$ cat src/hw/rtl/elt_ram.sv
`timescale 1ns / 1ps
`default_nettype none

module elt_ram #(
  parameter int WIDTH = 8,
  parameter int DEPTH = 64
) (
  input  wire logic                     clk,
  input  wire logic                     wr_en,
  input  wire logic [$clog2(DEPTH)-1:0] wr_addr,
  input  wire logic [WIDTH-1:0]         wr_data,
  input  wire logic                     rd_en,
  input  wire logic [$clog2(DEPTH)-1:0] rd_addr,
  output logic      [WIDTH-1:0]         rd_data
);

  logic [WIDTH-1:0] mem [DEPTH];

  always_ff @(posedge clk) begin
    if (wr_en) begin
      mem[wr_addr] <= wr_data;
    end
    if (rd_en) begin
      rd_data <= mem[rd_addr];
    end
  end

endmodule

`default_nettype wire

$ cat config.mk
export PLATFORM = sky130hd
export DESIGN_NAME = elt_ram
export DESIGN_NICKNAME = d
export VERILOG_FILES = /design/src/hw/rtl/elt_ram.sv
export SDC_FILE = /design/constraint.sdc
export NUM_CORES = 1
export LEC_CHECK = 0
export BUFFER_PORTS_ARGS = -buffer_cell sky130_fd_sc_hd__buf_2
export CAP_MARGIN = 30
export CORE_MARGIN = 1.5
export CORE_UTILIZATION = 45
export CTS_CLUSTER_DIAMETER = 100
export DETAILED_ROUTE_END_ITERATION = 10
export SYNTH_ARGS = -nofsm -noshare
export SYNTH_HDL_FRONTEND = slang
export SYNTH_SLANG_ARGS = --single-unit
$ cat constraint.sdc
create_clock -name clk -period 2.3 [get_ports clk]
set_input_delay 0.115 -clock clk [delete_from_list [all_inputs] [get_ports clk]]
set_output_delay 0.115 -clock clk [all_outputs]
set_load 0.02 [all_outputs]
# [Word level (Yosys, flattened, before mapping)]
# Memories as Yosys holds them, arrays and structs flattened. A register that Yosys moved wholly into a read port is not among the register bits.
# Cells that the tools add are included.
[classes] mux=2
[ops] op="1-bit 2-to-1 mux" n=2
[totals] register_bits=0 mem_bits_rw=512 in_bits=23 out_inout_bits=8 word_cells=3 n_memories=1
[memory_table] memory="mem" words=64 word_bits=8 rd=1 rd_ports_with_merged_regs=1 wr=1 line_no="17" rtl="logic [WIDTH-1:0] mem [DEPTH];"

# [Logic depth before layout (Yosys ltp)]
[logic_depth] depth_word=2 depth_mapped=9 mapped_depth_nobuf=5

# [Worst setup path before layout]
# Ideal clock, no wire load.
[synth_path] kind="input port to flip-flop" startpoint="in rd_addr[1]" endpoint="reg rd_data[3], read port of mem, data pin" setup_time_ps=266 arrival_time_ps=1655 required_time_ps=2034 path_slack_ps=379 stages=7 path_buffers=3 path_cell_list="buf_4 buf_2 buf_2 mux4_2 mux4_2 o21ai_1 o41ai_1"
[synth_lines] element="start: declaration" line_no="13" rtl="input wire logic [$clog2(DEPTH)-1:0] rd_addr,"
[synth_lines] element="end: declaration" line_no="14" rtl="output logic [WIDTH-1:0] rd_data"

==> impl_metrics.toml <==
[worst_setup_path]
cp-start-kind = "flip-flop"
cp.buffers_inverters = 0
critPathTopFamily = "multiplexers"
cp-startpoint = "mem[7][2]"
required_ps = 2630
cp.arrival_ps = 2490
end_kind = "flip-flop"
crit_type = "flip-flop to flip-flop"
crit_fanout = 1
cp_common_cell = "mux4_2"
cp_cell_sequence = "mux4_2 -> mux4_2 -> nor2_1 -> nor3_1 -> o2bb2ai_1"
r2r-start = "mem[7][2]"
slowest_stage = "mux4_2"
max_stage_delay_ps = 520

[yosys]
async_flop_share_pct = 0
ys_dominant_reg_cell = "edfxtp_1"
synth_nets = 963
yosys_warnings = 0
ys_ff_latch = 520
synth_most_common_cell = "edfxtp_1"
synth_edf_count = 520
syn_inst = 940
synth.distinct_cells = 39
synth_area_leader_cell = "edfxtp_1"
synth_top_cell_area_share_pct = 77.1
avgSynthCellArea_sq_um = 21.5
synth_common_cells = "edfxtp_1, mux4_2, nor2_1, mux2i_1, nand2_1"
synthesis.area_sq_um = 20200
yosysSeqAreaShare_pct = 77.1
synth.area.top_cells = "edfxtp_1, mux4_2, nor2_1"

[power]
vdd_drop_max_mv = 0.564
pwr-share-comb_pct = 5.5
pwr-share-clk_pct = 41.6
p_sw_share_pct = 20.5
p_int_mw = 15.8
power_density_nw_per_um2 = 836
power_frac_seq_pct = 52.9
power.net_switching_mw = 4.08
p_leak_nw = 7.74

[cells_and_area]
area_delta_synth_final_pct = 17.7
final_cell_area_sq_um = 23800
antenna_cells = 0
nets = 1148
drive_gt1_share_pct = 33.6

[timing]
timing.final.max_slew_violations = 0
fin_crit_ps = 2170
setup_viol = 0
finalSetupTns_ps = 0
period_share_pct = 94.2
hold_viol = 0
setup_slack_ps = 133
max-slew-margin-rel_pct = 36.0
rsz0062_at_grt = "no"
fmax_mhz = 462
clock_skew_ps = 16.8
tightest_slew_ps = 961

[clock_tree]
root_buffer = "clkbuf_16"
ctsLongestPathBuffers = 3
cts_buffers = 52
clock_sinks = 520
cts_setup_buffers = 0
cts_tree = "done"
cts_max_level = 2
clkLatencyLatePin_ps = 590
clkTransAtPathRegs_ps = 60

[global_routing]
antenna_found_initial = 2
grt_overflow = 0
grt_pass1_wl_mm = 69.2
grt_max_degree = 65
grt_pass1_vias = 10300
grt_usage_pct = 20.7

[die]
start_util_pct = 45.7
die_x_microns = 215
core_area_sq_um = 44300
io_pins = 31
dieArea_sq_um = 46300
die_y_microns = 215
row_count = 77

[placed_design]
place_congestion = 0.820
place_area_sq_um = 22100
hpwlAfterDp_mm = 30.2
io_buffers = 30
dp_worst_setup_slack_ps = -212

[outcome]
outcome = "completed"

[routing]
first_iter_violations = 1063
antenna_left = 0
num_vias = 9953
wirelength_mm = 46.3
via_per_inst = 5.67
drtPass1Iterations = 5
wl_per_cell_microns = 26.4
drc = 0

[min_path]
hp-class = "input pin to flip-flop"
min-delay-start = "wr_addr[1]"

[job]
maxCapViolCount = 0
-- layout by cell type, fill, tap and decap left out, types with 3 or more instances in the layout --
master         instances
clkbuf_1               9
mux2_2                13
o221ai_1               8
buf_12                15
a221oi_1               6
o22ai_1                8
o2bb2ai_1              3
edfxtp_1             520
nor3_1                 7
nand3_1               13
mux2i_1               23
a21oi_1                3
o2111ai_1              3
mux4_2               126
clkinv_2               9
nor2b_1               14
buf_2                 27
buf_4                136
nand2_1               19
nand2b_1               7
a211oi_1               4
clkbuf_16             53
nand3b_1               3
nor2_1                83
clkinv_1              13
bufinv_16              6
a22oi_1                3
dlygate4sd3_1          3
-- metal layers --
layer	vias to the layer above	wire, microns	GRT usage, %
li1	4308	-	-
met5	-	24	0
met2	323	22300	33.0
met1	5248	20100	29.7
met3	70	2930	3.74
met4	4	966	5.24
-- worst reg2reg max path, delay by kind of cell, from the launching register on --
| kind | cells | cell delay [ps] |
|---|---|---|
| mux | 2 | 1030 |
| flops | 1 | 360 |
| simple gates | 2 | 340 |
| compound gates | 1 | 180 |
-- registers in the layout, indices dropped and copies added (netlist names) --
name,cells
mem,512
rd_data,8
-- what timing repair did --
item | CTS | global route
resized for setup | 0 | 1
hold buffers | 3 | 0
hold endpoints to repair | 22 | 0
setup endpoints to repair | 0 | 1
-- cell type report --
type	instances	area (sq um)
flip-flops and latches	520	15600
clock buffers	62	1360
repair buffers	182	1500
fillers	3413	20500
well taps	592	741
multi-input cells	369	4320
clock inverters	31	299
-- power groups by stage --
stage,combinational (mW),sequential [mW],clock (mW)
final,1.10,10.5,8.28
after floorplan,0.559,10.7,0
after global placement,1.09,10.7,0
after global routing,1.17,10.5,8.82
after CTS,1.11,10.5,8.46
after detailed placement,1.11,10.7,0
-- worst paths after layout --
| check | depth (start not counted) | slack, ps | endpoint |
|---|---|---|---|
| worst max-delay path | 5 | 130 | rd_data[2] |
| worst min-delay path | 3 | 40 | mem[55][2] |
| worst max register to register | 5 | 130 | rd_data[2] |
| worst min register to register | 3 | 920 | rd_data[6] |
-- per-stage QoR --
step / instances / hold slack [ps] / utilization [%] / power, mW
floorplan: 940 / 214 / - / 11.3
global placement: 1660 / 514 / 50.0 / 11.8
detailed placement: 1660 / 516 / 50.0 / 11.8
CTS: 1756 / 3.68 / 53.8 / 20.1
global route: 1756 / 58.9 / 53.8 / 20.5
finish: 1756 / 42.6 / 53.8 / 19.9
-- cell families (layout without fill, tap and decap cells) --
group                  after synthesis  count (layout)  synth area share [%]
AO/OA/AOI/OAI                       54              54                  2.06
AND/OR/NAND/NOR                    153             153                  3.37
buffers and inverters               51             275                  1.56
flip-flops                         520             520                  77.1
multiplexers                       162             162                  15.9
Power figures use the tool's default switching activity.
